--- config.mk ---
export PLATFORM = sky130hd
export DESIGN_NAME = wee_fifo
export DESIGN_NICKNAME = d
export VERILOG_FILES = /design/src/rtl/wee_pkg.sv /design/src/rtl/wee_fifo.sv
export SDC_FILE = /design/constraint.sdc
export NUM_CORES = 1
export LEC_CHECK = 0
export BUFFER_PORTS_ARGS = -buffer_cell sky130_fd_sc_hd__buf_2
export CORE_AREA = 2 2 401 403
export DETAILED_ROUTE_END_ITERATION = 10
export DIE_AREA = 0 0 403 405
export SLEW_MARGIN = 20
export SYNTH_ARGS = -nofsm -noshare
export SYNTH_HDL_FRONTEND = slang
export SYNTH_SLANG_ARGS = --single-unit
--- constraint.sdc ---
create_clock -name clk -period 45.1 [get_ports clk]
set_input_delay 4.51 -clock clk [delete_from_list [all_inputs] [get_ports clk]]
set_output_delay 4.51 -clock clk [all_outputs]
set_load 0.03 [all_outputs]
--- src/rtl/wee_pkg.sv ---
`timescale 1ns / 1ps
package wee_pkg;

  localparam int COORD_BITS_DEF = 16;
  localparam int POS_W = 48;
  localparam int COL_W = 32;
  localparam int ROT_W = 64;
  localparam int QC_W = 16;
  localparam int FRAC_Q = 14;

  typedef enum logic [1:0] {
    KIND_LINE = 2'd0,
    KIND_TRI  = 2'd1,
    KIND_QUAD = 2'd2,
    KIND_BOX  = 2'd3
  } prim_kind_t;

  typedef enum logic [1:0] {
    FS_IDLE  = 2'd0,
    FS_ISSUE = 2'd1,
    FS_DRAIN = 2'd2
  } front_state_t;

  typedef struct packed {
    prim_kind_t             kind;
    logic [7:0][POS_W-1:0]  pts;
    logic [3:0][COL_W-1:0]  cols;
  } prim_entry_t;

  localparam logic [2:0] BOX_EDGE [24] = '{
    3'd0, 3'd1, 3'd1, 3'd3, 3'd3, 3'd2, 3'd2, 3'd0,
    3'd4, 3'd5, 3'd5, 3'd7, 3'd7, 3'd6, 3'd6, 3'd4,
    3'd0, 3'd4, 3'd1, 3'd5, 3'd3, 3'd7, 3'd2, 3'd6};
  localparam logic [2:0] QUAD_EDGE [8] = '{
    3'd0, 3'd1, 3'd1, 3'd2, 3'd2, 3'd3, 3'd3, 3'd0};
  localparam logic [2:0] TRI_EDGE [6] = '{3'd0, 3'd1, 3'd1, 3'd2, 3'd2, 3'd0};

  function automatic logic [2:0] edge_vtx(prim_kind_t kind, logic [4:0] j);
    logic [2:0] r;
    r = 3'd0;
    case (kind)
      KIND_LINE: r = {2'b00, j[0]};
      KIND_TRI:  r = (j < 5'd6) ? TRI_EDGE[j[2:0]] : 3'd0;
      KIND_QUAD: r = QUAD_EDGE[j[2:0]];
      KIND_BOX:  r = (j < 5'd24) ? BOX_EDGE[j] : 3'd0;
      default:   r = 3'd0;
    endcase
    return r;
  endfunction

  function automatic logic [4:0] last_idx(prim_kind_t kind);
    logic [4:0] r;
    r = 5'd1;
    case (kind)
      KIND_LINE: r = 5'd1;
      KIND_TRI:  r = 5'd5;
      KIND_QUAD: r = 5'd7;
      KIND_BOX:  r = 5'd23;
      default:   r = 5'd1;
    endcase
    return r;
  endfunction

endpackage

--- src/rtl/wee_fifo.sv ---
`timescale 1ns / 1ps
module wee_fifo (
  input  logic                 clk,
  input  logic                 rst_n,
  input  logic                 push,
  input  wee_pkg::prim_entry_t push_entry,
  input  logic                 pop,
  output logic                 full,
  output logic                 head_valid,
  output wee_pkg::prim_entry_t head
);
  import wee_pkg::*;

  prim_entry_t mem_r [2];
  logic wp_r, rp_r;
  logic [1:0] cnt_r;

  assign full       = cnt_r == 2'd2;
  assign head_valid = cnt_r != 2'd0;
  assign head       = mem_r[rp_r];

  always_ff @(posedge clk) begin
    if (push) mem_r[wp_r] <= push_entry;
  end

  always_ff @(posedge clk) begin
    if (!rst_n) begin
      wp_r  <= 1'b0;
      rp_r  <= 1'b0;
      cnt_r <= 2'd0;
    end else begin
      if (push) wp_r <= ~wp_r;
      if (pop) rp_r <= ~rp_r;
      cnt_r <= cnt_r + {1'b0, push} - {1'b0, pop};
    end
  end

endmodule

Word-level counts from Yosys, hierarchy flattened
Memories as Yosys holds them, arrays and structs flattened. A register that Yosys moved wholly into a read port is not among the register bits.
Cells that the tools add are included.
{"block": "classes", "n_addsub": 2, "n_eq_ne": 1, "muxes": 4, "bitwise": 2, "reduce_logical": 1}
{"op": "2-to-1 mux 1 bit", "count": 4}
{"op": "adder 2 x 1 -> 2 bit", "count": 1}
{"op": "== test 2 bit, second input constant", "count": 1}
{"op": "NOT 1 bit", "count": 2}
{"op": "nonzero test 2 bit", "count": 1}
{"op": "subtractor 2 x 1 -> 2 bit", "count": 1}
{"block": "word_totals", "register_bits": 4, "ram_bits": 1028, "in_bits": 518, "out_inout_bits": 516, "mem_count": 1}
{"memory": "mem_r", "words": 2, "word_bits": 514, "rd": 1, "rd_ports_with_merged_regs": 1, "write_ports": 1, "line_no": "wee_fifo.sv:14", "text": "prim_entry_t mem_r [2];"}

Longest topological paths before layout
{"block": "logic_depth", "word_depth": 3, "depth_mapped": 6, "depth_no_buf": 6}

Worst setup path before layout
No wires, ideal clock.
{"block": "synth_timing", "path_kind": "input-to-reg", "from": "in push", "to": "reg wp_r", "setup_time_ns": 0.164, "t_arrival_ns": 28.093, "required_ns": 44.936, "path_slack_ns": 16.843, "stages": 2, "path_buffers": 0, "cell_sequence": "nor2b_1 o21a_1"}
{"element": "start, declared", "line_no": "wee_fifo.sv:5", "text": "input logic push,"}
{"element": "end signal, assigned", "line_no": "wee_fifo.sv:32", "text": "if (push) wp_r <= ~wp_r;"}
{"element": "end, declared", "line_no": "wee_fifo.sv:15", "text": "logic wp_r, rp_r;"}

==> results.cfg <==
[setup_path]
r2r_cells = 5
cp_slowest_cell = dfxtp_4
crit_chain = buf_4, buf_4, buf_4, buf_4, mux2_2, buf_2
arrival_ns = 5.42
worst_path_largest_cell_delay_ns = 0.82
cp_num_buf_inv = 5
cp_max_fo = 46
required_ns = 40.59
worst_path_most_repeated_cell = buf_4
cp.depth = 6
crit_family = buffers and inverters
end_kind = primary output
startpoint_type = flop
setup.worst_path.class = reg2out

[power_and_ir_drop]
total_power_w = 0.002322
cellLeakagePower_nw = 19.28
clkPwrFrac_pct = 37.0
seqPwrFrac_pct = 48.5
p_sw_w = 0.0005885
ir_drop_mv = 0.03014
p_sw_share_pct = 25.34
combPwrFrac_pct = 14.5
power.internal_w = 0.001734
powerDensity_mw_per_mm2 = 46.35

[global_route]
track_usage_pct = 13.35
grt_pass1_wl_um = 153400
overflow = 0
grt_max_degree = 104
first_global_vias = 20295
grt_antenna_before_repair = 114

[timing]
hold_viol = 0
fin_crit_sh_pct = 22.02
rsz0062_at_grt = no
tightest_slew_ns = 1.024
slew_headroom_pct = 31.72
timing.final.crit_period_ns = 9.931
hold_ws_ns = 0.5755
setup_viol = 0
clock_skew_ns = 0.01825
report.final.slew_viol_count = 0
fin_setup_tns_ns = 0
fmax_ghz = 0.1007

[clock_network]
cts_tree = done
post-cts-setup-buffers = 0
clock_latency_ns = 0.72
clock-sinks = 1033
clk_path_buf_depth = 3
htree_num_levels = 3
ctsResizeCount = 0
clk_pin_slew_worst_paths_ns = 0.06
cts_buffers = 111
cts_hold_buf = 0
ctsRootBufferMaster = clkbuf_16

[min_path]
whs_path_depth = 2
hp-class = reg2reg

[logic_synthesis]
yosysUniqueCellTypes = 15
synth_cells = 1620
synth.area.top_cells = edfxtp_1 79%, mux2_4 18%, mux2_2 1.5%, buf_6 0.92%, buf_8 0.76%
synth.most_common_cell = edfxtp_1
synthTopCellsByCount = 1028 x edfxtp_1, 460 x mux2_4, 54 x mux2_2
ys_seq_area_share_pct = 78.81
ys.flop_type = edfxtp_1
syn_area_mm2 = 0.03930
yosysTopAreaCellShare_pct = 78.55
yosys_warnings = 0
synth_enable_flop_cells = 1028
synth_top_area_cell = edfxtp_1
synthArstFlopShare_pct = 0
synth_seq_cells = 1033
synth_nets = 2140
syn_avg_cell_area_um2 = 24.26

[routing]
drtAntennaViolNets = 0
drt_iter0_markers = 1184
num_vias = 20111
wire_per_inst_um = 23.24
drc = 0
viasPerCell = 4.083
wirelength_um = 114500
drt-pass1-iter-count = 4

[flow_run]
drv_cap = 0

[floorplanning]
boundaryPins = 1034
core.rowCount = 147
coreArea_mm2 = 0.1593
dieHeight_um = 405
fp.dieW_um = 403
die_area_mm2 = 0.1632
initial_core_util_pct = 24.67

[outcome]
status = finished clean

[cells_and_area]
fin_util_pct = 31.46
final_cell_count_no_fill = 4925
drive_above_1_share_pct = 60.96
nNetsFinal = 3256
syn_to_final_growth_pct = 27.49

[place]
post-place-cells = 4709
port_buffers = 1033
hpwlAfterDp_um = 86710
gp_congestion = 0.8240
## cell usage in the layout, fill, tap and decap left out, drive strengths merged
cell	Yosys	final
and2	4	4
buf	57	1060
bufinv	0	7
clkbuf	0	142
clkinv	0	44
clkinvlp	0	3
dfxtp	5	5
diode	0	16
edfxtp	1028	1028
ha	2	2
inv	2	6
mux2	514	514
nor2b	4	4
o21a	1	1
or2	1	1
xnor3	1	1
xor2	1	1
## sequential cells by signal, indices dropped and copies added, names as in the netlist, named ones only
| register | cells |
|---|---|
| wp_r | 1 |
| rp_r | 1 |
| cnt_r | 2 |
| mem_r | 1028 |
## logic make-up after synthesis
kind of cell	share of synthesized area, %
AO/OA/AOI/OAI	0.01911
XOR/XNOR	0.07960
adder cells (fa/ha/maj)	0.06367
buffers and inverters	1.764
flip-flops	78.81
multiplexers	19.12
AND/OR/NAND/NOR	0.1433
## power groups by stage
stage          combinational (W)  clock (W)  sequential [W]
2_1_floorplan           0.000235          0         0.00118
3_3_place_gp            0.000338          0         0.00115
3_5_place_dp            0.000340          0         0.00115
4_1_cts                 0.000341   0.000888         0.00113
5_1_grt                 0.000353   0.000921         0.00113
6_report                0.000336   0.000860         0.00113
## through the flow
| stage | worst slack [ns] | instance area [um2] |
|---|---|---|
| after floorplan | 16.84 | 39300 |
| after global placement | 35.88 | 46620 |
| after detailed placement | 35.85 | 46620 |
| after CTS | 35.02 | 50060 |
| after global routing | 34.86 | 50070 |
| final | 35.17 | 50100 |
## per-layer routing
| metal | vias up | GRT usage [%] | routed length (um) |
|---|---|---|---|
| met3 | 285 | 5.361 | 12170 |
| met5 | - | 0 | 24 |
| met1 | 10025 | 15.32 | 42580 |
| met2 | 1053 | 22.76 | 56480 |
| li1 | 8744 | - | - |
| met4 | 4 | 4.048 | 3209 |
## path summary, 6_finish.rpt
kind,startpoint,slack (ns),end
worst min register to register,rp_r,0.58,flop
worst min-delay path,rp_r,0.58,flop
worst max register to register,wp_r,40.66,mem_r[1][394]
worst max-delay path,flop,35.17,head[21]
## worst min-delay path: stages, from the launching register on
cell,delay (ns)
dfxtp_1,0.32
xor2_1,0.07
and2_1,0.14
## cell type report
| cell class | instances | area [um2] |
|---|---|---|
| diodes | 16 | 40.04 |
| well taps | 2086 | 2610 |
| fillers | 15556 | 109200 |
| clock inverters | 58 | 525.5 |
| flip-flops and latches | 1033 | 30970 |
| inverters | 2 | 7.507 |
| repair buffers | 1060 | 5385 |
| clock buffers | 142 | 2915 |
| multi-input cells | 528 | 7645 |
No activity file was read; power rests on OpenSTA's default activity.
