[src/rtl/wee_pkg.sv]
`timescale 1ns / 1ps
package wee_pkg;

  localparam int COORD_BITS_DEF = 16;
  localparam int POS_W = 48;
  localparam int COL_W = 32;
  localparam int ROT_W = 64;
  localparam int QC_W = 16;
  localparam int FRAC_Q = 14;

  typedef enum logic [1:0] {
    KIND_LINE = 2'd0,
    KIND_TRI  = 2'd1,
    KIND_QUAD = 2'd2,
    KIND_BOX  = 2'd3
  } prim_kind_t;

  typedef enum logic [1:0] {
    FS_IDLE  = 2'd0,
    FS_ISSUE = 2'd1,
    FS_DRAIN = 2'd2
  } front_state_t;

  typedef struct packed {
    prim_kind_t             kind;
    logic [7:0][POS_W-1:0]  pts;
    logic [3:0][COL_W-1:0]  cols;
  } prim_entry_t;

  localparam logic [2:0] BOX_EDGE [24] = '{
    3'd0, 3'd1, 3'd1, 3'd3, 3'd3, 3'd2, 3'd2, 3'd0,
    3'd4, 3'd5, 3'd5, 3'd7, 3'd7, 3'd6, 3'd6, 3'd4,
    3'd0, 3'd4, 3'd1, 3'd5, 3'd3, 3'd7, 3'd2, 3'd6};
  localparam logic [2:0] QUAD_EDGE [8] = '{
    3'd0, 3'd1, 3'd1, 3'd2, 3'd2, 3'd3, 3'd3, 3'd0};
  localparam logic [2:0] TRI_EDGE [6] = '{3'd0, 3'd1, 3'd1, 3'd2, 3'd2, 3'd0};

  function automatic logic [2:0] edge_vtx(prim_kind_t kind, logic [4:0] j);
    logic [2:0] r;
    r = 3'd0;
    case (kind)
      KIND_LINE: r = {2'b00, j[0]};
      KIND_TRI:  r = (j < 5'd6) ? TRI_EDGE[j[2:0]] : 3'd0;
      KIND_QUAD: r = QUAD_EDGE[j[2:0]];
      KIND_BOX:  r = (j < 5'd24) ? BOX_EDGE[j] : 3'd0;
      default:   r = 3'd0;
    endcase
    return r;
  endfunction

  function automatic logic [4:0] last_idx(prim_kind_t kind);
    logic [4:0] r;
    r = 5'd1;
    case (kind)
      KIND_LINE: r = 5'd1;
      KIND_TRI:  r = 5'd5;
      KIND_QUAD: r = 5'd7;
      KIND_BOX:  r = 5'd23;
      default:   r = 5'd1;
    endcase
    return r;
  endfunction

endpackage

[src/rtl/wee_emit.sv]
`timescale 1ns / 1ps
module wee_emit (
  input  logic                      clk,
  input  logic                      rst_n,
  input  logic                      head_valid,
  input  wee_pkg::prim_entry_t      head,
  output logic                      pop,
  output logic                      out_valid,
  output logic [wee_pkg::POS_W-1:0] out_position,
  output logic [wee_pkg::COL_W-1:0] out_color,
  output logic                      out_last
);
  import wee_pkg::*;

  logic [4:0] j_r, j_nxt;
  logic [2:0] vi;
  logic last;
  logic out_valid_r, out_last_r;
  logic [POS_W-1:0] out_position_r;
  logic [COL_W-1:0] out_color_r;

  assign vi   = edge_vtx(head.kind, j_r);
  assign last = j_r == last_idx(head.kind);
  assign pop  = head_valid && last;
  assign j_nxt = !head_valid ? j_r : (last ? 5'd0 : j_r + 5'd1);

  always_ff @(posedge clk) begin
    if (!rst_n) begin
      j_r         <= 5'd0;
      out_valid_r <= 1'b0;
      out_last_r  <= 1'b0;
    end else begin
      j_r         <= j_nxt;
      out_valid_r <= head_valid;
      out_last_r  <= head_valid && last;
    end
  end

  always_ff @(posedge clk) begin
    out_position_r <= head.pts[vi];
    out_color_r    <= (head.kind == KIND_BOX) ? head.cols[0] : head.cols[vi[1:0]];
  end

  assign out_valid    = out_valid_r;
  assign out_position = out_position_r;
  assign out_color    = out_color_r;
  assign out_last     = out_last_r;

  a_last_valid: assert property (@(posedge clk) disable iff (!rst_n)
    out_last_r |-> out_valid_r) else $error("last marker without strobe");
  a_mid_head: assert property (@(posedge clk) disable iff (!rst_n)
    j_r != 5'd0 |-> head_valid) else $error("primitive head lost mid-emission");
  a_emit_follow: assert property (@(posedge clk) disable iff (!rst_n)
    head_valid |=> out_valid_r) else $error("queued vertex not emitted");
  a_idx_range: assert property (@(posedge clk) disable iff (!rst_n)
    head_valid |-> j_r <= last_idx(head.kind)) else $error("vertex index overrun");

endmodule

[config.mk]
export PLATFORM = sky130hd
export DESIGN_NAME = wee_emit
export DESIGN_NICKNAME = d
export VERILOG_FILES = /design/src/rtl/wee_pkg.sv /design/src/rtl/wee_emit.sv
export SDC_FILE = /design/constraint.sdc
export NUM_CORES = 1
export LEC_CHECK = 0
export BUFFER_PORTS_ARGS = -buffer_cell sky130_fd_sc_hd__buf_2
export CORE_AREA = 2 2 232 234
export DETAILED_ROUTE_END_ITERATION = 12
export DIE_AREA = 0 0 234 236
export SYNTH_ARGS = -nofsm -noshare
export SYNTH_HDL_FRONTEND = slang
export SYNTH_SLANG_ARGS = --single-unit
export TNS_END_PERCENT = 30
[constraint.sdc]
create_clock -name clk -period 3.64 [get_ports clk]
set_clock_uncertainty 0.2 [all_clocks]
set_input_delay 0.546 -clock clk [delete_from_list [all_inputs] [get_ports clk]]
set_output_delay 0.546 -clock clk [all_outputs]
set_load 0.005 [all_outputs]
# Word level (Yosys, flattened, before mapping)
# Memories as Yosys holds them, arrays and structs flattened.
# Cells that the tools add are included.
[word_totals]
output_inout_bits = 83
reg_bits = 87
n_memories = 3
inputBits = 517
mem_bits_ro = 144
[classes]
order_cmp = 6
addsub = 1
n_mux = 16
n_bitwise = 2
n_reduce_logical = 2
eq_ne = 4
[mem_list]
columns = ["name", "depth", "word_bits", "rd", "rd_ports_with_merged_regs", "write_ports", "line_no", "source"]
rows = [
  ["(no name shown)", 32, 3, 1, 0, 0, "wee_pkg.sv:45", "KIND_BOX: r = (j < 5'd24) ? BOX_EDGE[j] : 3'd0;"],
  ["(no name shown)", 8, 3, 1, 0, 0, "wee_pkg.sv:44", "KIND_QUAD: r = QUAD_EDGE[j[2:0]];"],
  ["(no name shown)", 8, 3, 1, 0, 0, "wee_pkg.sv:43", "KIND_TRI: r = (j < 5'd6) ? TRI_EDGE[j[2:0]] : 3'd0;"],
]
[ops]
columns = ["operator", "n"]
rows = [
  ["48-bit binary-select mux with 3-bit select", 1],
  ["32-bit binary-select mux with 2-bit select", 1],
  ["32-bit two-way mux", 2],
  ["48-bit two-way mux", 1],
  ["3-bit two-way mux", 8],
  ["5-bit case mux with 4 select lines", 1],
  ["3-bit case mux with 4 select lines", 1],
  ["6-bit greater-or-equal comparator (second input constant)", 1],
  ["5-bit inverter with 6-bit output", 1],
  ["5-bit by 1-bit adder with 5-bit output (second input constant)", 1],
  ["5-bit == test", 1],
  ["5-bit by 3-bit < comparator with 1-bit output (second input constant)", 1],
  ["5-bit < comparator (second input constant)", 1],
  ["5-bit two-way mux", 1],
  ["2-bit == test (second input constant)", 2],
  ["4-bit greater-or-equal comparator (second input constant)", 1],
  ["3-bit by 4-bit < comparator with 1-bit output (second input constant)", 1],
  ["3-bit inverter with 4-bit output", 1],
  ["2-bit by 3-bit < comparator with 1-bit output (second input constant)", 1],
  ["2-bit by 1-bit == test with 1-bit output (second input constant)", 1],
  ["2-bit logical NOT", 1],
  ["1-bit logical AND", 1],
]

# Depth between registers and ports, before layout
# Gate-level depths: netlist (run 1).
[logic_depth]
word_depth = 9
ltp_mapped = 10

# Least setup slack after synthesis (run 1)
# OpenSTA, ideal clock, no wires.
[synth_path]
path_type = "flip-flop to flip-flop"
start = "reg j_r[0]"
end = "reg out_position_r[27] (netlist: out_position[27])"
stages_incl_launch_ff = 10
setup_slack_ps = 1192
n_path_buf = 2
arrival_ps = 2113
setup_time_ps = 135
t_required_ps = 3305
cell_sequence = "dfxtp_1 inv_1 ha_1 and3b_1 o2bb2ai_2 a21o_4 buf_6 buf_4 a2111oi_0 nor4_1"
[synth_between]
elab_chain_len = 8
elab_cells_between_ends = 18
classes_between = "order compare (2); mux (11); bitwise (2); memory (3)"
[synth_rtl]
columns = ["element", "line_no", "source"]
rows = [
  ["start, declared", "wee_emit.sv:15", "logic [4:0] j_r, j_nxt;"],
  ["start signal, assigned", "wee_emit.sv:33", "j_r <= j_nxt;"],
  ["5-bit inverter with 6-bit output (implied by the code) / 3-bit inverter with 4-bit output (equally long branches)", "wee_pkg.sv:45, wee_pkg.sv:43, wee_pkg.sv:44", ""],
  ["memory read 32 x 3 bit / memory read 8 x 3 bit (equally long branches)", "--", ""],
  ["3-bit two-way mux (on tied branches) (3 in series)", "wee_pkg.sv:45, wee_pkg.sv:43", ""],
  ["3-bit case mux with 4 select lines *", "wee_pkg.sv:41", "case (kind)"],
  ["48-bit binary-select mux with 3-bit select *", "wee_emit.sv:40", "out_position_r <= head.pts[vi];"],
  ["48-bit two-way mux (implied by the code) *", "wee_emit.sv:40", ""],
  ["end signal, assigned", "wee_emit.sv:40", ""],
  ["end, declared", "wee_emit.sv:19", "logic [POS_W-1:0] out_position_r;"],
]
# Mark *: on every way between the ends. The rest lies on a longest branch, timed or not. The select of a mux whose other input is x is not followed.
# A chain may end at the register's enable or synchronous reset.

# Worst setup path in the final report (run 1)
[layout_path]
start = "reg j_r[0]"
end = "reg out_position_r[15] (netlist: out_position[15])"
# Same word-level chain as after synthesis.

==> flow_summary.toml, run 1 <==
[power]
total_power_mw = 3.94
power.density_nw_per_um2 = 325
leakage_nw = 5.78
ir_drop_mv = 0.244

[clock_network]
numCtsBuffers = 9
cts.path.max_buffers = 2
cts_resized = 0
post_cts_buffers = 0
path_clk_slew_ns = 0.08
cts_tree = "yes"
cts_htree_levels = 3
clock_sinks = 87
hold_buffers = 0
clock_latency_ns = 0.38
cts_root_buf = "clkbuf_16"

[setup_path]
cp_slowest_cell = "a2111oi_0"
arrival_ns = 3.33
cp_cell_sequence = "inv_1 > ha_1 > mux2i_1 > o2bb2ai_4 > a21o_4 > buf_12 > a2111oi_0 > nor4_1"
end_kind = "register"
critPathRequiredTime_ns = 3.68
cp_max_fo = 78
startpoint_type = "register"
cpPeakStageDelay_ns = 0.94
critPathKind = "reg -> reg"

[global_route]
antenna_found_initial = 12
grt_first_pass_wirelength_mm = 66.5
grtUsageTotal_pct = 16.3
grt_pass1_vias = 10400
grt_max_degree = 87
grt-ovfl-total = 0

[yosys]
netlist_instances = 1045
seq_area_frac_synth_pct = 21.5
yosys-top-cells-count = "259 x inv_1, 192 x a211oi_1, 182 x a2111oi_0"
synthArstFlopShare_pct = 0
synth_top_area_share_pct = 21.5
syn_area_per_cell_um2 = 7.75
synth_top_area_cell = "dfxtp_1"
synth_flop_cell = "dfxtp_1"
yosys.cell_count.top_type = "inv_1"
syn_nets = 1567
ys_types = 48
syn-cell-area_um2 = 8100
ys_ff_latch = 87
synth_area_leaders = "dfxtp_1 21%, a2111oi_0 20%, a211oi_1 18%"
yosysWarningCount = 0
synth_enable_flop_cells = 0

[drt]
drcViolationCount = 0
ant_nets = 0
first_pass_iters = 8
routed_wl_mm = 47.5
routed_via_density = 4.70
vias = 10700
wl_per_cell_um = 20.9
drt_iter0_drc = 649

[floorplanning]
dieArea_um2 = 55200
rows = 85
die_y_um = 236
die_w_um = 234
io_pins = 600
initial_core_util_pct = 15.3
core_um2 = 53100

[timing]
slew_violations = 0
fin_setup_tns_ns = 0
max_slew.worst_pin.slew_ns = 0.978
rsz0062_at_grt = "no"
fmax_mhz = 304
max-slew-margin-rel_pct = 33.1
layout_min_cycle_time_ns = 3.29
period_share_pct = 90.4
setup_violations = 0
hold_viol = 0

[cells_and_area]
nNetsFinal = 2088
areaGrowthSynthToFinish_pct = 49.6
final_cells = 2274
drive_gt1_share_pct = 43.5

[placement]
port_buffers = 599
placed_cells = 2251
gp_congestion = 0.842
dp_hpwl_mm = 37.5

[run_status]
outcome = "finished, final reports clean"

[worst_hold_path]
worstHoldPathType = "in -> reg"

[job]
max_cap_viol_count = 0
per-layer routing:
layer  share of wire, %  global-route usage (%)  routed length, µm
met1                 39                    18.9              18600
met2                 48                    27.8              22800
met3                9.0                    4.94               4270
met4                3.6                    6.37               1720
met5              0.078                       0                 37
critical path: cells and delay by family, from the launching register on:
| kind | cells | cell delay [ns] |
|---|---|---|
| and+or+nand+nor | 1 | 0.09 |
| buffers and inverters | 2 | 0.32 |
| adders and majority gates | 1 | 0.35 |
| muxes | 1 | 0.24 |
| AOI/OAI and AO/OA | 3 | 1.37 |
| DFF | 1 | 0.47 |
kinds of logic after synthesis:
kind of cell               Yosys count  share of synthesized area, %
AOI/OAI and AO/OA                  434                          44.9
xor gates and xnor gates             4                         0.432
adders and majority gates            5                         0.772
buffers and inverters              402                          22.1
DFF                                 87                          21.5
muxes                               34                          4.20
and+or+nand+nor                     79                          6.07
flip-flops by register name, indices dropped and copies added (netlist names):
| signal | flops |
|---|---|
| j_r | 5 |
| out_color | 32 |
| out_last | 1 |
| out_position | 48 |
| out_valid | 1 |
area by class of cell:
class                      count  area (µm²)
clock buffer                  10         239
inverter                     259         972
timing repair buffer         653        3580
multi-input combinational    556        4630
clock inverter                 6        73.8
tap                          696         871
sequential                    87        1740
antenna                        7        17.5
fill                        6029       40900
placed cells by master, fill, tap and decap left out, drive strengths merged, types with 5 or more instances in the layout:
cell / synthesis / routed
mux2i: 34 / 34
a222oi: 32 / 32
nor4: 49 / 49
diode: 0 / 7
a2111oi: 193 / 193
inv: 259 / 262
buf: 67 / 653
nor2: 7 / 7
dfxtp: 87 / 87
ha: 5 / 5
clkbuf: 71 / 10
a211oi: 193 / 193
power breakdown:
| part | total [mW] | internal (mW) | leakage [nW] | switching, mW |
|---|---|---|---|---|
| Clock | 1.09 | 0.563 | 0.154 | 0.530 |
| Combinational | 1.65 | 0.698 | 4.89 | 0.954 |
| Sequential | 1.19 | 1.12 | 0.732 | 0.0687 |
metrics by stage:
step / instance area, µm² / hold WS, ns / setup WS (ns) / utilization (%)
2_1_floorplan: 8100 / 0.351 / 1.19 / -
6_report: 12100 / 0.220 / 0.350 / 22.8
3_3_place_gp: 11800 / 0.393 / 0.432 / 22.2
4_1_cts: 12100 / 0.173 / 0.391 / 22.8
5_1_grt: 12100 / 0.193 / 0.110 / 22.8
3_5_place_dp: 11800 / 0.398 / 0.395 / 22.2
path summary, 6_finish.rpt:
kind                                           from                        to  slack [ns]  depth (start not counted)
worst min-delay path                       head[30]     out_color[30]$_DFF_P_        0.22                          3
worst min register to register  j_r[1]$_SDFFE_PN0P_       j_r[1]$_SDFFE_PN0P_        0.41                          2
worst max register to register  j_r[0]$_SDFFE_PN0P_  out_position[15]$_DFF_P_        0.35                          8
worst max-delay path            j_r[0]$_SDFFE_PN0P_  out_position[15]$_DFF_P_        0.35                          8
Power figures use the tool's default switching activity.
==> inputs of run 2 (changes only) <==
- ABC_AREA: default -> 1
- CORE_AREA: 2 2 232 234 -> 2 2 237 239
- CTS_CLUSTER_DIAMETER: default -> 120
- DIE_AREA: 0 0 234 236 -> 0 0 239 241
==> run 2 against run 1 <==
Setup slack better by 0.22 ns. Critical path type unchanged. Core utilization up 2.1 points. Worst hold slack worse by 0.049 ns. Die area up 4.3%. Cell count up 39%. Register-to-register slack better by 0.22 ns. Highest routed layer unchanged. Non-clock buffer count down 21. Global-route usage down 0.15 points. Final area up 13%. Flip-flop and latch count unchanged. Critical path depth up 5. Combinational power up 15%.
==> flow_summary.toml, run 2 <==
[run_status]
outcome = "finished, final reports clean"

[power]
intPower_mw = 2.49
net-switching-power_mw = 1.68
clock_power_share_pct = 26.5
pwr-share-seq_pct = 28.0
ir_drop_mv = 0.226
p_sw_share_pct = 40.3
power.density_nw_per_um2 = 305
leakage_nw = 9.19
pwr-share-comb_pct = 45.5

[global_route]
grt-ovfl-total = 0
grt_pass1_vias = 12000
grtUsageTotal_pct = 16.1
antenna_found_initial = 24
grt_first_pass_wirelength_mm = 69.9
grt_max_degree = 115

[placement]
gp_congestion = 0.867
dp_hpwl_mm = 38.2
placed_cells = 3146
port_buffers = 599

[setup_path]
crit_family = "simple AND/OR/NAND/NOR gates"
critPathKind = "reg -> reg"
cp_max_fo = 101
arrival_ns = 3.13
end_kind = "register"
cp_slowest_cell = "dfxtp_1"
crit_buf_inv = 4
critPathRequiredTime_ns = 3.70
cp_cell_sequence = "inv_1 > ha_1 > inv_1 > nor2_1 > nand3_1 > nand4_4 > buf_12 > buf_12 > nand3_1 > nand3_1 > nand2_1 > nand2_1 > nand2_1"
startpoint_type = "register"
cpPeakStageDelay_ns = 0.41

[yosys]
synth_enable_flop_cells = 0
syn_nets = 2461
synth_top_area_share_pct = 27.0
synth_top_area_cell = "nand3_1"
synth_flop_cell = "dfxtp_1"
yosys-top-cells-count = "640 x nand2_1, 523 x inv_1, 516 x nand3_1"
netlist_instances = 1939
ys_ff_latch = 87
syn_area_per_cell_um2 = 4.93
yosysWarningCount = 0
synth_area_leaders = "nand3_1 27%, nand2_1 25%, inv_1 21%"
syn-cell-area_um2 = 9560
ys_types = 25
yosys.cell_count.top_type = "nand2_1"
synthArstFlopShare_pct = 0
seq_area_frac_synth_pct = 18.2

[clock_network]
cts.path.max_buffers = 2
clock_sinks = 87
post_cts_buffers = 0
cts_root_buf = "clkbuf_16"
path_clk_slew_ns = 0.08
cts_htree_levels = 3
cts_tree = "yes"
clock_latency_ns = 0.38
hold_buffers = 0
cts_resized = 0
numCtsBuffers = 9

[floorplanning]
core_um2 = 54900
die_w_um = 239
die_y_um = 241
initial_core_util_pct = 17.4
io_pins = 600
dieArea_um2 = 57600
rows = 86

[timing]
layout_min_cycle_time_ns = 3.07
max_slew.worst_pin.slew_ns = 0.736
hold_viol = 0
fmax_mhz = 326
max-slew-margin-rel_pct = 50.9
fin_setup_tns_ns = 0
worst_hold_slack_ns = 0.171
rsz0062_at_grt = "no"
slew_violations = 0
period_share_pct = 84.2
setup_violations = 0

[drt]
drcViolationCount = 0
route.met3.wl_mm = 4.70
routed_via_density = 4.14
routed_wl_mm = 48.6
drt_iter0_drc = 726
ant_nets = 0
wl_per_cell_um = 15.4
first_pass_iters = 5
wl_met1_mm = 20.4
top_layer = "met5"
wl_met2_mm = 22.0
vias = 13100

[job]
max_cap_viol_count = 0

[worst_hold_path]
worstHoldPathType = "in -> reg"

[cells_and_area]
areaGrowthSynthToFinish_pct = 43.0
largest_register_ff_count = 48
fin_util_pct = 24.9
drive_gt1_share_pct = 26.8
fillers = 6491
nNetsFinal = 2975
final_common_cell = "nand2_1"
final_cells = 3168
final_cell_mix = "637 x nand2_1, 599 x buf_2, 522 x inv_1"
[run 2: cell types whose count changed after synthesis, moves of 32 or more]
cell and change:
a2111oi_0 -182, a211oi_1 -189, a222oi_1 -32, buf_2 +44, clkbuf_1 -32, inv_1 +264, mux2i_1 -34, nand2_1 +636
nand3_1 +513, nor4_1 -48
[run 2: final cells by class]
type	count	area [µm²]	share of cell area [%]
diodes	6	15.0	0.110
inverters	525	1970	14.4
multi-input cells	1198	5290	38.7
clock inverters	6	92.6	0.677
flip-flops and latches	87	1740	12.7
clock buffers	10	229	1.68
well taps	704	881	6.44
repair buffers	632	3450	25.2
[run 2: worst paths after layout]
| check | depth (start not counted) | end | from | slack [ns] |
|---|---|---|---|---|
| min | 3 | out_color[3]$_DFF_P_ | head[3] | 0.17 |
| max | 13 | out_position[47]$_DFF_P_ | j_r[0]$_SDFFE_PN0P_ | 0.57 |
| min reg2reg | 2 | j_r[4]$_SDFFE_PN0P_ | j_r[3]$_SDFFE_PN0P_ | 0.34 |
| max reg2reg | 13 | out_position[47]$_DFF_P_ | j_r[0]$_SDFFE_PN0P_ | 0.57 |
[run 2: kinds of logic (layout without fill, tap and decap cells)]
family          count (synthesis)  after routing  synth area share (%)
flops                          87             87                  18.2
buf+inv                       654           1173                  26.8
other cells                     0              6                     0
xor+xnor                        1              1                0.0917
compound gates                 16             16                 0.982
fa+ha+maj                       5              5                 0.655
simple gates                 1176           1176                  53.2
[run 2: power by group through the flow]
stage	Clock, mW	Sequential (mW)	Combinational (mW)
finish	1.10	1.17	1.90
detailed placement	0	1.19	1.91
global route	1.19	1.18	2.14
global placement	0	1.19	1.91
floorplan	0	1.21	1.03
CTS	1.18	1.17	1.92
[run 2: routing by layer]
metal / vias to the layer above / track usage, %
met5: - / 0
met4: 24 / 6.67
met3: 82 / 5.10
met2: 538 / 26.0
met1: 5727 / 19.8
li1: 6760 / -
[run 2: worst min-delay path, cell delays in order]
cell     delay, ns
buf_2         0.08
nand2_1       0.04
nand2_1       0.05
[run 2: metrics by stage]
stage | setup WS, ns | cell area, µm² | power (mW)
finish | 0.574 | 13700 | 4.17
CTS | 0.536 | 13700 | 4.27
detailed placement | 0.529 | 13300 | 3.11
global placement | 0.584 | 13300 | 3.11
floorplan | 1.50 | 9560 | 2.24
global route | 0.342 | 13700 | 4.52
==> inputs of run 3 (changes only) <==
- CORE_AREA: 2 2 237 239 -> 2 2 230 232
- DIE_AREA: 0 0 239 241 -> 0 0 232 234
- clock period: 3.64 -> 2.64 ns (I/O delays scaled with it)
==> run 3 against run 2 <==
Sequential power up 38%. Die area fell by 5.7%. Critical path depth up 2. Sequential share of layout area fell by 0.61 points. Non-clock buffer count grew 59. Clock power is 28% higher. Cell count rose by 1.2%. Core utilization increased by 2.8 points. Combinational power up 52%. First-iteration DRC count up 4.8%. Global-route usage grew 1.2 points. Via count increased by 3.7%. Critical path type unchanged. Critical endpoint is now out_color[15]$_DFF_P_. Largest cell class unchanged.
==> flow_summary.toml, run 3 (same netlist as run 2, synthesis figures left out) <==
[clock_network]
numCtsBuffers = 9
clock_sinks = 87
path_clk_slew_ns = 0.07
cts_tree = "yes"
cts_root_buf = "clkbuf_16"
cts_htree_levels = 3
cts.path.max_buffers = 2
clock_latency_ns = 0.38

[floorplanning]
die_w_um = 232
die_y_um = 234
io_pins = 600
dieArea_um2 = 54300
initial_core_util_pct = 18.4
core_um2 = 52000
rows = 84

[timing]
period_share_pct = 92.7
layout_min_cycle_time_ns = 2.45
fmax_mhz = 409
fin_setup_tns_ns = 0
max_slew.worst_pin.slew_ns = 0.590
hold_viol = 0
max-slew-margin-rel_pct = 60.7
rsz0062_at_grt = "no"
worst_hold_slack_ns = 0.0379
slew_violations = 0
setup_violations = 0

[global_route]
grt_max_degree = 116
grtUsageTotal_pct = 17.3
grt_pass1_vias = 12600
grt_first_pass_wirelength_mm = 71.5
antenna_found_initial = 19
grt-ovfl-total = 0

[job]
max_cap_viol_count = 0

[setup_path]
end_kind = "register"
startpoint_type = "register"
cpPeakStageDelay_ns = 0.37
critPathRequiredTime_ns = 2.70
cp_cell_sequence = "inv_1 > buf_4 > ha_1 > nand2_1 > nand2_1 > nand2_1 > nand3_2 > nand4_4 > buf_12 > buf_4 > nand3_1 > nand3_1 > nand2_1 > nand2_1 > nand2_1"
crit_path_frequent_cell = "nand2_1"
arrival_ns = 2.51
cp_slowest_cell = "dfxtp_4"
cp_max_fo = 35
crit_buf_inv = 4
crit_family = "simple AND/OR/NAND/NOR gates"
critPathKind = "reg -> reg"

[power]
power.density_nw_per_um2 = 411
total_power_mw = 5.92
p_sw_share_pct = 40.1
clock_power_share_pct = 23.8
intPower_mw = 3.55
pwr-share-seq_pct = 27.4
net-switching-power_mw = 2.38
leakage_nw = 9.56
ir_drop_mv = 0.327
pwr-share-comb_pct = 48.8

[drt]
drcViolationCount = 0
drt_iter0_drc = 761
ant_nets = 0
first_pass_iters = 5
routed_via_density = 4.25
vias = 13600
wl_per_cell_um = 15.7
routed_wl_mm = 50.4

[cells_and_area]
largest_register_ff_count = 48
drive_gt1_share_pct = 27.8
final_area_um2 = 14400
nNetsFinal = 3034
areaGrowthSynthToFinish_pct = 50.8
final_cell_mix = "636 x nand2_1, 599 x buf_2, 522 x inv_1"
fillers = 6128
final_common_cell = "nand2_1"

[placement]
placed_cell_area_um2 = 13600
gp_congestion = 0.957
dp_hpwl_mm = 38.2
port_buffers = 599

[worst_hold_path]
worstHoldPathType = "in -> reg"

[run_status]
outcome = "finished, final reports clean"
-- run 3: power groups by stage --
stage | registers, mW | logic [mW] | clock network, mW
global placement | 1.65 | 2.69 | 0
floorplan | 1.67 | 1.42 | 0
global route | 1.64 | 3.25 | 1.52
CTS | 1.63 | 2.73 | 1.48
finish | 1.62 | 2.89 | 1.41
detailed placement | 1.66 | 2.69 | 0
-- run 3: cell type report --
| cell class | instances | area [µm²] | share of cell area [%] |
|---|---|---|---|
| inverter | 525 | 1970 | 13.7 |
| multi-input combinational | 1198 | 5310 | 36.9 |
| clock inverter | 3 | 45.0 | 0.313 |
| clock buffer | 11 | 243 | 1.69 |
| sequential | 87 | 1750 | 12.1 |
| antenna | 3 | 7.51 | 0.0521 |
| timing repair buffer | 691 | 4220 | 29.3 |
| tap | 688 | 861 | 5.98 |
-- run 3: what timing repair did --
item | in CTS | in global routing
resized for setup | 0 | 16
hold buffers | 20 | 0
buffers inserted | 0 | 7
hold endpoints to repair | 20 | 0
endpoints found under the setup margin | 0 | 70
-- run 3: path summary, 6_finish.rpt --
check / startpoint / to / slack [ns] / depth (start not counted)
max: j_r[0]$_SDFFE_PN0P_ / out_color[15]$_DFF_P_ / 0.19 / 15
min: head[8] / out_color[8]$_DFF_P_ / 0.04 / 3
max reg2reg: j_r[0]$_SDFFE_PN0P_ / out_color[15]$_DFF_P_ / 0.19 / 15
min reg2reg: j_r[3]$_SDFFE_PN0P_ / j_r[4]$_SDFFE_PN0P_ / 0.34 / 2
-- run 3: routing by layer --
layer	GRT usage (%)	vias up	routed length, µm
met5	0	-	170
met4	4.95	26	858
met3	4.95	68	4520
met2	29.8	610	24100
met1	20.8	6037	20700
li1	-	6874	-
-- run 3: metrics by stage --
| stage | setup WS (ns) | util [%] | instances |
|---|---|---|---|
| detailed placement | 0.0658 | 26.1 | 3156 |
| global route | 0.00606 | 27.7 | 3203 |
| finish | 0.193 | 27.7 | 3206 |
| floorplan | 0.502 | - | 1939 |
| global placement | 0.0811 | 26.1 | 3156 |
| CTS | 0.0554 | 27.1 | 3190 |
-- run 3: worst min-delay path: cells and delay by family --
kind | cells | cell delay [ns]
AND/OR/NAND/NOR | 2 | 0.10
buffers and inverters | 1 | 0.09
